## config.mk

```make
export PLATFORM = sky130hd
export DESIGN_NAME = train_notch_speed_controller_core
export DESIGN_NICKNAME = d
export VERILOG_FILES = /design/src/rtl/core/tnsc_pkg.sv /design/src/rtl/core/tnsc_notch_decode.sv /design/src/rtl/core/tnsc_speed_update.sv /design/src/rtl/core/tnsc_duty.sv /design/src/rtl/core/train_notch_speed_controller_core.sv
export VERILOG_INCLUDE_DIRS = /design/src /design/src/rtl/core
export SDC_FILE = /design/constraint.sdc
export NUM_CORES = 1
export LEC_CHECK = 0
export BUFFER_PORTS_ARGS = -buffer_cell sky130_fd_sc_hd__buf_2
export CAP_MARGIN = 10
export CELL_PAD_IN_SITES_DETAIL_PLACEMENT = 1
export CELL_PAD_IN_SITES_GLOBAL_PLACEMENT = 2
export CORE_MARGIN = 2
export CORE_UTILIZATION = 41
export CTS_CLUSTER_SIZE = 10
export DETAILED_ROUTE_END_ITERATION = 8
export HOLD_SLACK_MARGIN = 0.12
export PLACE_DENSITY_LB_ADDON = 0.1
export SLEW_MARGIN = 20
export SYNTH_ARGS = -nofsm -noshare
export SYNTH_HDL_FRONTEND = slang
export SYNTH_SLANG_ARGS = --single-unit
```

## constraint.sdc

```tcl
create_clock -name clk -period 14.79 [get_ports clk]
set_input_delay 2.2185 -clock clk [delete_from_list [all_inputs] [get_ports clk]]
set_output_delay 2.2185 -clock clk [all_outputs]
set_load 0.03 [all_outputs]
```

## src/rtl/core/assert_macros.svh

```systemverilog
// Assertion macros shared by the core RTL.
// TNSC_ASSERT checks on every rising clk edge outside reset.
// TNSC_ASSERT_RST checks on every rising clk edge, reset included.
`ifndef ASSERT_MACROS_SVH
`define ASSERT_MACROS_SVH

`ifndef NO_ASSERTIONS
`define TNSC_ASSERT(name, prop) \
  name: assert property (@(posedge clk) disable iff (!rst_n) prop) \
    else $error("assertion failed");
`define TNSC_ASSERT_RST(name, prop) \
  name: assert property (@(posedge clk) prop) \
    else $error("assertion failed");
`else
`define TNSC_ASSERT(name, prop)
`define TNSC_ASSERT_RST(name, prop)
`endif

`endif

```

## src/rtl/core/tnsc_pkg.sv

```systemverilog
`default_nettype none

package tnsc_pkg;

  localparam int SPEED_W = 15;
  localparam int BRAKE_W = 4;
  localparam int POWER_W = 3;
  localparam int IN_BITS = 8;

  localparam int SPEED_FRAC_BITS_DEF = 8;
  localparam int DUTY_BITS_DEF       = 10;

  localparam logic [SPEED_W-1:0] SPEED_MAX = '1;
  localparam int LIMIT_TOP = 110;

  // notch codes
  localparam logic [BRAKE_W-1:0] BRAKE_RELEASED  = 4'd0;
  localparam logic [BRAKE_W-1:0] BRAKE_UNKNOWN   = 4'd9;
  localparam logic [BRAKE_W-1:0] BRAKE_EMERGENCY = 4'd10;
  localparam logic [POWER_W-1:0] POWER_OFF       = 3'd0;

  localparam int BRAKE_CODES = 2 ** BRAKE_W;
  localparam int POWER_CODES = 2 ** POWER_W;

  typedef struct packed {
    logic [BRAKE_W-1:0] brake;
    logic [POWER_W-1:0] power;
  } notch_t;

  // raw contact code -> notch
  localparam logic [BRAKE_W-1:0] BRAKE_CODE_TAB [BRAKE_CODES] = '{
    4'd9, 4'd3, 4'd0, 4'd4, 4'd7, 4'd9, 4'd8, 4'd9,
    4'd1, 4'd5, 4'd2, 4'd6, 4'd9, 4'd9, 4'd9, 4'd10
  };
  localparam logic [POWER_W-1:0] POWER_CODE_TAB [POWER_CODES] = '{
    3'd0, 3'd0, 3'd3, 3'd4, 3'd1, 3'd2, 3'd5, 3'd0
  };

  // per-tick steps in km/h as exact ratios; unused notches are zero
  localparam int ACC_NUM [POWER_CODES] = '{0, 3, 1, 3, 15, 3, 0, 0};
  localparam int ACC_DEN [POWER_CODES] = '{1, 10, 2, 4, 13, 2, 1, 1};
  localparam int LIM_NUM [POWER_CODES] = '{0, 55, 55, 220, 110, 110, 0, 0};
  localparam int LIM_DEN [POWER_CODES] = '{1, 2, 1, 3, 1, 1, 1, 1};

  // entry 0 coasting drag, 1..8 service brake, 9 unknown, rest unused
  localparam int DEC_NUM [BRAKE_CODES] = '{
    1, 5, 2, 10, 5, 50, 20, 25, 100, 10, 0, 0, 0, 0, 0, 0
  };
  localparam int DEC_DEN [BRAKE_CODES] = '{
    6, 12, 3, 9, 3, 27, 9, 9, 33, 3, 1, 1, 1, 1, 1, 1
  };

endpackage

`default_nettype wire

```

## src/rtl/core/tnsc_notch_decode.sv

```systemverilog
`default_nettype none

// Handle contacts to notches; power is only read with the brake released.
module tnsc_notch_decode (
  input  wire logic [tnsc_pkg::BRAKE_W-1:0] brake_switches,
  input  wire logic [tnsc_pkg::POWER_W-1:0] power_switches,
  output tnsc_pkg::notch_t                   notch
);

  always_comb begin
    notch.brake = tnsc_pkg::BRAKE_CODE_TAB[brake_switches];
    if (notch.brake == tnsc_pkg::BRAKE_RELEASED) begin
      notch.power = tnsc_pkg::POWER_CODE_TAB[power_switches];
    end else begin
      notch.power = tnsc_pkg::POWER_OFF;
    end
  end

endmodule

`default_nettype wire

```

## src/rtl/core/tnsc_speed_update.sv

```systemverilog
`default_nettype none

`include "assert_macros.svh"

// Speed accumulator: a table step up or down per word, floored, saturated.
module tnsc_speed_update #(
  parameter int SPEED_FRAC_BITS = tnsc_pkg::SPEED_FRAC_BITS_DEF
) (
  input  wire logic                         clk,
  input  wire logic                         rst_n,
  input  wire logic                         load,
  input  wire tnsc_pkg::notch_t             notch_in,
  output logic [tnsc_pkg::SPEED_W-1:0]      speed_o,
  output tnsc_pkg::notch_t                  notch_o
);

  localparam int SW    = tnsc_pkg::SPEED_W;
  // largest limit is 110 km/h, below 2^(7+F)
  localparam int LIM_W = 7 + SPEED_FRAC_BITS;
  localparam int CMP_W = (LIM_W > SW) ? LIM_W : SW;

  logic [SW-1:0]    acc_step [tnsc_pkg::POWER_CODES];
  logic [CMP_W-1:0] lim_thr  [tnsc_pkg::POWER_CODES];
  logic [SW-1:0]    dec_step [tnsc_pkg::BRAKE_CODES];

  // steps rounded half up; limit s < n/d turned into s < ceil(n*2^F/d)
  for (genvar i = 0; i < tnsc_pkg::POWER_CODES; i++) begin : g_power
    localparam longint unsigned AN = longint'(tnsc_pkg::ACC_NUM[i]);
    localparam longint unsigned AD = longint'(tnsc_pkg::ACC_DEN[i]);
    localparam longint unsigned LN = longint'(tnsc_pkg::LIM_NUM[i]);
    localparam longint unsigned LD = longint'(tnsc_pkg::LIM_DEN[i]);
    localparam longint unsigned AV = ((AN << (SPEED_FRAC_BITS + 1)) + AD) / (2 * AD);
    localparam longint unsigned LV = ((LN << SPEED_FRAC_BITS) + LD - 1) / LD;
    assign acc_step[i] = SW'(AV);
    assign lim_thr[i]  = CMP_W'(LV);
  end

  for (genvar i = 0; i < tnsc_pkg::BRAKE_CODES; i++) begin : g_brake
    localparam longint unsigned DN = longint'(tnsc_pkg::DEC_NUM[i]);
    localparam longint unsigned DD = longint'(tnsc_pkg::DEC_DEN[i]);
    localparam longint unsigned DV = ((DN << (SPEED_FRAC_BITS + 1)) + DD) / (2 * DD);
    assign dec_step[i] = SW'(DV);
  end

  logic [SW-1:0]    speed_r, speed_nxt;
  tnsc_pkg::notch_t notch_r;
  logic [SW-1:0]    acc, dec;
  logic [SW:0]      sum;

  always_comb begin
    acc = '0;
    dec = '0;
    if (notch_in.brake == tnsc_pkg::BRAKE_RELEASED) begin
      if (notch_in.power == tnsc_pkg::POWER_OFF) begin
        dec = dec_step[0];
      end else if (CMP_W'(speed_r) < lim_thr[notch_in.power]) begin
        acc = acc_step[notch_in.power];
      end
    end else begin
      dec = dec_step[notch_in.brake];
    end

    // acc and dec are never both nonzero
    sum = {1'b0, speed_r} + {1'b0, acc};
    if (notch_in.brake == tnsc_pkg::BRAKE_EMERGENCY) begin
      speed_nxt = '0;
    end else if (sum > {1'b0, tnsc_pkg::SPEED_MAX}) begin
      speed_nxt = tnsc_pkg::SPEED_MAX;
    end else if (sum < {1'b0, dec}) begin
      speed_nxt = '0;
    end else begin
      speed_nxt = SW'(sum - {1'b0, dec});
    end
  end

  always_ff @(posedge clk) begin
    if (!rst_n) begin
      speed_r <= '0;
    end else if (load) begin
      speed_r <= speed_nxt;
    end
  end

  always_ff @(posedge clk) begin
    if (load) begin
      notch_r <= notch_in;
    end
  end

  assign speed_o = speed_r;
  assign notch_o = notch_r;

  `TNSC_ASSERT(a_speed_hold, !load |=> $stable(speed_r))

endmodule

`default_nettype wire

```

## src/rtl/core/tnsc_duty.sv

```systemverilog
`default_nettype none

// Result register: duty = floor(speed * FULL / (110 * 2^F)) via one
// reciprocal multiply, saturated at FULL.
module tnsc_duty #(
  parameter int SPEED_FRAC_BITS = tnsc_pkg::SPEED_FRAC_BITS_DEF,
  parameter int DUTY_BITS       = tnsc_pkg::DUTY_BITS_DEF
) (
  input  wire logic                        clk,
  input  wire logic                        load,
  input  wire logic [tnsc_pkg::SPEED_W-1:0] speed_in,
  input  wire tnsc_pkg::notch_t            notch_in,
  output logic [tnsc_pkg::SPEED_W-1:0]     speed_o,
  output logic [DUTY_BITS-1:0]             duty_o,
  output tnsc_pkg::notch_t                 notch_o
);

  localparam int SW = tnsc_pkg::SPEED_W;
  localparam longint unsigned FULL = (longint'(1) << DUTY_BITS) - 1;
  localparam longint unsigned DIV  = longint'(tnsc_pkg::LIMIT_TOP) << SPEED_FRAC_BITS;
  // 2^K >= 2^SW * DIV keeps the rounded-up reciprocal exact over the speed range
  localparam int K  = SW + $clog2(DIV);
  localparam longint unsigned RECIP = ((FULL << K) + DIV - 1) / DIV;
  localparam int MW = DUTY_BITS + 16;
  localparam int PW = SW + MW;

  logic [MW-1:0]        recip;
  logic [PW-1:0]        prod, quot;
  logic [DUTY_BITS-1:0] duty_nxt;
  logic [SW-1:0]        speed_r;
  logic [DUTY_BITS-1:0] duty_r;
  tnsc_pkg::notch_t     notch_r;

  assign recip = MW'(RECIP);

  always_comb begin
    prod = PW'(speed_in) * PW'(recip);
    quot = prod >> K;
    if (quot > PW'(FULL)) begin
      duty_nxt = DUTY_BITS'(FULL);
    end else begin
      duty_nxt = quot[DUTY_BITS-1:0];
    end
  end

  always_ff @(posedge clk) begin
    if (load) begin
      speed_r <= speed_in;
      duty_r  <= duty_nxt;
      notch_r <= notch_in;
    end
  end

  assign speed_o = speed_r;
  assign duty_o  = duty_r;
  assign notch_o = notch_r;

endmodule

`default_nettype wire

```

## src/rtl/core/train_notch_speed_controller_core.sv

```systemverilog
// Train notch speed controller core.
// Input stream (in_*): one word per control tick with the raw brake-handle
// and power-handle contacts. Output stream (out_*): one word per input word
// with the updated speed (Q7.8 km/h by default), motor PWM duty, and the
// decoded power and brake notches. No configuration port.
// Pipeline: input register -> notch decode and speed update -> duty
// multiply into the output register (three register stages); a word
// passes them in that order to out_*. Throughput is one word per cycle
// while out_tready is high; the speed accumulator is updated by a single
// table step and add, so consecutive words chain through it without bubbles.
// Reset (rst_n low, synchronous) empties all stages and clears the speed
// to 0. When out_tready is low the output word holds and the two stages
// behind it keep filling; in_tready drops only once all three are full.
`default_nettype none

`include "assert_macros.svh"

module train_notch_speed_controller_core #(
  parameter int SPEED_FRAC_BITS = tnsc_pkg::SPEED_FRAC_BITS_DEF,
  parameter int DUTY_BITS       = tnsc_pkg::DUTY_BITS_DEF,
  localparam int OUT_BITS = ((tnsc_pkg::SPEED_W + DUTY_BITS + tnsc_pkg::POWER_W
                              + tnsc_pkg::BRAKE_W + 7) / 8) * 8
) (
  input  wire logic                         clk,
  input  wire logic                         rst_n,
  input  wire logic                         in_tvalid,
  output logic                              in_tready,
  // [3:0] brake_switches, [6:4] power_switches, [7] zero
  input  wire logic [tnsc_pkg::IN_BITS-1:0] in_tdata,
  output logic                              out_tvalid,
  input  wire logic                         out_tready,
  // from bit 0: scale_speed (15), pwm_duty (DUTY_BITS), power_level (3),
  // brake_level (4), zero fill to a whole byte
  output logic [OUT_BITS-1:0]               out_tdata
);

  localparam int SW = tnsc_pkg::SPEED_W;
  localparam int BW = tnsc_pkg::BRAKE_W;
  localparam int PWR_W = tnsc_pkg::POWER_W;
  localparam longint unsigned FULL = (longint'(1) << DUTY_BITS) - 1;
  localparam longint unsigned DIV  = longint'(tnsc_pkg::LIMIT_TOP) << SPEED_FRAC_BITS;

  // stage valids
  logic s1_v_r, s1_v_nxt;
  logic s2_v_r, s2_v_nxt;
  logic s3_v_r, s3_v_nxt;
  logic adv2, adv3, load1, load2, load3;

  // input register
  logic [BW-1:0]    brake_r;
  logic [PWR_W-1:0] power_r;

  tnsc_pkg::notch_t     notch_dec, notch_s2, notch_res;
  logic [SW-1:0]        speed_s2, speed_res;
  logic [DUTY_BITS-1:0] duty_res;

  assign adv3      = !s3_v_r || out_tready;
  assign adv2      = !s2_v_r || adv3;
  assign in_tready = !s1_v_r || adv2;
  assign load1     = in_tvalid && in_tready;
  assign load2     = s1_v_r && adv2;
  assign load3     = s2_v_r && adv3;

  always_comb begin
    s1_v_nxt = s1_v_r;
    s2_v_nxt = s2_v_r;
    s3_v_nxt = s3_v_r;
    if (in_tready) begin
      s1_v_nxt = in_tvalid;
    end
    if (adv2) begin
      s2_v_nxt = s1_v_r;
    end
    if (adv3) begin
      s3_v_nxt = s2_v_r;
    end
  end

  always_ff @(posedge clk) begin
    if (!rst_n) begin
      s1_v_r <= 1'b0;
      s2_v_r <= 1'b0;
      s3_v_r <= 1'b0;
    end else begin
      s1_v_r <= s1_v_nxt;
      s2_v_r <= s2_v_nxt;
      s3_v_r <= s3_v_nxt;
    end
  end

  always_ff @(posedge clk) begin
    if (load1) begin
      brake_r <= in_tdata[BW-1:0];
      power_r <= in_tdata[BW+PWR_W-1:BW];
    end
  end

  tnsc_notch_decode u_decode (
    .brake_switches (brake_r),
    .power_switches (power_r),
    .notch          (notch_dec)
  );

  tnsc_speed_update #(
    .SPEED_FRAC_BITS (SPEED_FRAC_BITS)
  ) u_speed (
    .clk      (clk),
    .rst_n    (rst_n),
    .load     (load2),
    .notch_in (notch_dec),
    .speed_o  (speed_s2),
    .notch_o  (notch_s2)
  );

  tnsc_duty #(
    .SPEED_FRAC_BITS (SPEED_FRAC_BITS),
    .DUTY_BITS       (DUTY_BITS)
  ) u_duty (
    .clk      (clk),
    .load     (load3),
    .speed_in (speed_s2),
    .notch_in (notch_s2),
    .speed_o  (speed_res),
    .duty_o   (duty_res),
    .notch_o  (notch_res)
  );

  assign out_tvalid = s3_v_r;
  assign out_tdata  = OUT_BITS'({notch_res.brake, notch_res.power, duty_res, speed_res});

  // emergency stops the train within the same tick
  `TNSC_ASSERT(a_emergency_stop,
    load2 && notch_dec.brake == tnsc_pkg::BRAKE_EMERGENCY |=> speed_s2 == '0)
  // full duty exactly at and above the top speed
  `TNSC_ASSERT(a_duty_full,
    out_tvalid |-> ((duty_res == DUTY_BITS'(FULL)) == (longint'(speed_res) >= DIV)))
  // power is only reported with the brake released
  `TNSC_ASSERT(a_power_gated,
    out_tvalid && notch_res.power != tnsc_pkg::POWER_OFF
      |-> notch_res.brake == tnsc_pkg::BRAKE_RELEASED)
  `TNSC_ASSERT_RST(a_reset_empty, !rst_n |=> !out_tvalid && !s1_v_r && !s2_v_r)

endmodule

`default_nettype wire
```

==> impl_summary.log <==
[metrics] vias in the first global route: 7040
[metrics] register bit total from synthesis: 64
[metrics] part of the total power dissipated in the clock network: 24.9%
[metrics] port buffer count: 44
[metrics] Max stage delay on crit path: 0.59 ns
[metrics] post-synth cell types: 76
[metrics] final hold viol count: 0
[metrics] total number of vias: 6261
[metrics] clock tree from TritonCTS: yes
[metrics] number of enable flip-flop cells after synthesis: 46
[metrics] initial standard-cell utilization of the core: 41.6%
[metrics] max_slew headroom: 28.4%
[metrics] required arrival time at the worst endpoint: 14.98 ns
[metrics] CTS root buf: sky130_fd_sc_hd__clkbuf_16
[metrics] minimum setup slack in the final design: 5.27 ns
[metrics] net switching power: 399 uW
[metrics] sequential cell area fraction in the yosys report: 20.0%
[metrics] top flip-flop cell by instance count after synthesis: sky130_fd_sc_hd__edfxtp_1
[metrics] number of cells upsized or downsized after cts: 0
[metrics] power density cells: 100 nW/um^2
[metrics] TritonCTS Buffers: 9
[metrics] routed wire length per instance: 19.8 microns
[metrics] GR met2 Demand/Resource: 37.7%
[metrics] GR Util met1: 29.6%
[metrics] period utilization: 64.4%
[metrics] highest fanout seen on the critical path: 12
[metrics] dominant cell type by count on the critical path: sky130_fd_sc_hd__ha_1
[metrics] commonest non-fill, non-tap cell in the layout: sky130_fd_sc_hd__ha_1
[metrics] post-synthesis to final-layout area growth: 10.0%
[metrics] antenna violations before repair: 0
[metrics] fraction of power spent switching nets: 41.8%
[metrics] internal power: 556 uW
[metrics] cell count after synthesis: 842
[metrics] clock net sink count: 64
[metrics] share of synthesized registers carrying an async set or reset: 0%
[metrics] worst vdd rail ir drop: 0.0563 mV
[metrics] static leakage power: 0.00521 uW
[metrics] gpl congestion: 0.869
[metrics] slew at the pin closest to its max-slew limit: 1.07 ns
[metrics] number of rows created at floorplan: 53
[metrics] Inst Count DP: 1157
[metrics] post-synth top area cell: sky130_fd_sc_hd__ha_1
[metrics] number of detailed-routing iterations run before antenna repair: 4
[metrics] number of nets at the end of the flow: 1177
[metrics] Synth area leaders: sky130_fd_sc_hd__ha_1 (26%), sky130_fd_sc_hd__fa_1 (20%), sky130_fd_sc_hd__edfxtp_1 (16%)
[metrics] floorplan core area: 20900 sq um
[metrics] clock slew at the register clock pins of the worst setup and hold paths: 0.06 ns
[metrics] count of antenna-violating nets left after detailed routing: 0
[metrics] highest clock rate: 105 MHz
[metrics] global route overflow: 0
[metrics] Gate power share: 51.1%
[metrics] htree depth: 3
[metrics] global-route wire length before repair: 37400 microns
[metrics] GRT Max-Usage Layer: met2
[metrics] full die area: 22400 sq um
[metrics] Post-Route WL: 23200 microns
[metrics] met3 routing resource usage after global routing: 2.80%
[metrics] area used by multi-input combinational logic: 6330 sq um
[metrics] DRC marker count from the first detailed-route iteration: 198
[metrics] max-cap check violation count: 0
[metrics] slowest stage cell on the critical path: sky130_fd_sc_hd__o311ai_4
[metrics] count of final setup violators: 0
[metrics] number of max-slew violations in the final report: 0
[metrics] worst hold margin: 0.425 ns
[metrics] post-route insts no fill: 1173
[metrics] post-synthesis cell area: 8690 sq um
[metrics] commonest cells after routing, fill and taps aside: sky130_fd_sc_hd__ha_1 (184), sky130_fd_sc_hd__inv_1 (150), sky130_fd_sc_hd__fa_1 (88)
[metrics] category of the most critical setup path: reg -> reg
[metrics] Yosys top cell area share: 26.5%
[metrics] fraction of final layout cells sized beyond drive strength 1: 10.0%
[metrics] Setup Fix Bufs, Post-CTS: 0
[metrics] post-detail-place hpwl: 19200 microns
[metrics] part of the total power dissipated in sequential elements: 23.9%
[metrics] filler cell count: 2364
[metrics] Die Wd: 150 microns
[metrics] hold_buf cts: 0
[metrics] Largest delay share family, worst path: compound AO/OA/AOI/OAI gates
[metrics] global-route usage over all layers: 22.1%
[metrics] classification of the worst-slack hold path: reg -> reg
[metrics] crit path buf inv count: 1
[metrics] largest net degree at the start of global routing: 33
[metrics] chip height: 150 microns
[metrics] number of primary I/O pins: 46
[metrics] nets in the synthesized netlist: 1126
[metrics] mean instance size in the synthesized netlist: 10.3 sq um
[metrics] sum of negative setup slack: 0 ns
[metrics] CP Data Arrival Time: 9.71 ns
[metrics] RSZ-0062 raised after global routing: no
[metrics] number of antenna diodes: 0
[metrics] count of warnings emitted by yosys: 0
[metrics] Crit. End Element: register
[metrics] Max Buffers Root-to-Sink: 2
[metrics] sort of element at the start of the critical path: register
[metrics] outcome: finished, final reports clean
[metrics] DRC Markers: 0
[metrics] worst setup skew after layout: 0.00972 ns
[metrics] drt via density: 5.34
[metrics] final worst path period need: 9.52 ns
[metrics] flip-flop and latch area: 1740 sq um
[metrics] insertion delay of the later-clocked pin in the worst-skew pair: 0.35 ns
[metrics] minimum setup slack after placement: 5.34 ns
cell usage after synthesis, types with 7 or more instances:
| cell | instances |
|---|---|
| sky130_fd_sc_hd__fa_1 | 88 |
| sky130_fd_sc_hd__nand2_1 | 44 |
| sky130_fd_sc_hd__a21o_1 | 10 |
| sky130_fd_sc_hd__ha_1 | 184 |
| sky130_fd_sc_hd__nor2_1 | 41 |
| sky130_fd_sc_hd__dfxtp_1 | 18 |
| sky130_fd_sc_hd__o21a_1 | 7 |
| sky130_fd_sc_hd__inv_1 | 150 |
| sky130_fd_sc_hd__o22ai_1 | 7 |
| sky130_fd_sc_hd__o21ai_0 | 21 |
| sky130_fd_sc_hd__xnor2_1 | 21 |
| sky130_fd_sc_hd__edfxtp_1 | 46 |
| sky130_fd_sc_hd__a21oi_1 | 39 |
| sky130_fd_sc_hd__nand3_1 | 9 |
| sky130_fd_sc_hd__or2_2 | 8 |
| sky130_fd_sc_hd__xor2_1 | 15 |
| sky130_fd_sc_hd__nor3_1 | 7 |
| sky130_fd_sc_hd__nor2b_1 | 9 |
final timing paths:
kind | slack (ns) | cells past startpoint | start | endpoint
setup / recovery | 5.27 | 33 | brake_r[0] | u_speed.speed_o[6]
hold / removal | 0.43 | 0 | u_speed.notch_o[5] | u_duty.notch_o[5]
setup reg to reg | 5.27 | 33 | brake_r[0] | u_speed.speed_o[6]
hold reg to reg | 0.43 | 0 | u_speed.notch_o[5] | u_duty.notch_o[5]
cell type report:
type,instances,area share (%)
clock buffers,9,2.36
clock inverters,7,0.995
inverters,151,5.95
multi-input cells,618,66.2
flip-flops and latches,64,18.2
well taps,275,3.60
repair buffers,49,2.70
worst reg2reg max path: cells and delay by family (launching register included):
kind,cells,cell delay (ns)
DFF,1,0.56
xor gates and xnor gates,3,0.50
AOI/OAI and AO/OA,12,3.47
adders and majority gates,5,1.48
buffers and inverters,1,0.15
and+or+nand+nor,12,3.17
cell families after synthesis:
group,share of synthesized area [%]
flip-flops,20.0
multiplexers,0.115
XOR/XNOR,3.63
buffers and inverters,7.21
AO/OA/AOI/OAI,12.2
AND/OR/NAND/NOR,9.73
adder cells (fa/ha/maj),47.1
power by group through the flow:
stage                     combinational [uW]  sequential (uW)  clock [uW]
after global placement                   475              232           0
after CTS                                500              229         244
after floorplan                          365              231           0
after detailed placement                 494              233           0
after global routing                     566              231         251
final                                    489              229         238
per-layer routing:
layer | wire (microns) | share of wire [%] | up-vias
met5 | 0 | 0 | -
met4 | 379 | 1.6 | 0
met3 | 606 | 2.6 | 21
met2 | 11200 | 48 | 79
met1 | 11000 | 48 | 3145
li1 | - | - | 3016
flip-flops by register name, indices dropped and copies added (netlist names):
signal and count:
power_r 3, u_duty.duty_o 10, out_tvalid 1, u_duty.notch_o 7, u_speed.notch_o 7, u_duty.speed_o 15, brake_r 4, s1_v_r 1
s2_v_r 1, u_speed.speed_o 15
per-stage QoR:
stage / cell area (sq um) / power, uW / utilization (%)
after global routing: 9560 / 1050 / 45.8
after floorplan: 8690 / 596 / -
final: 9560 / 956 / 45.8
after detailed placement: 9240 / 726 / 44.2
after global placement: 9240 / 707 / 44.2
after CTS: 9560 / 973 / 45.8
Power figures use the tool's default switching activity.
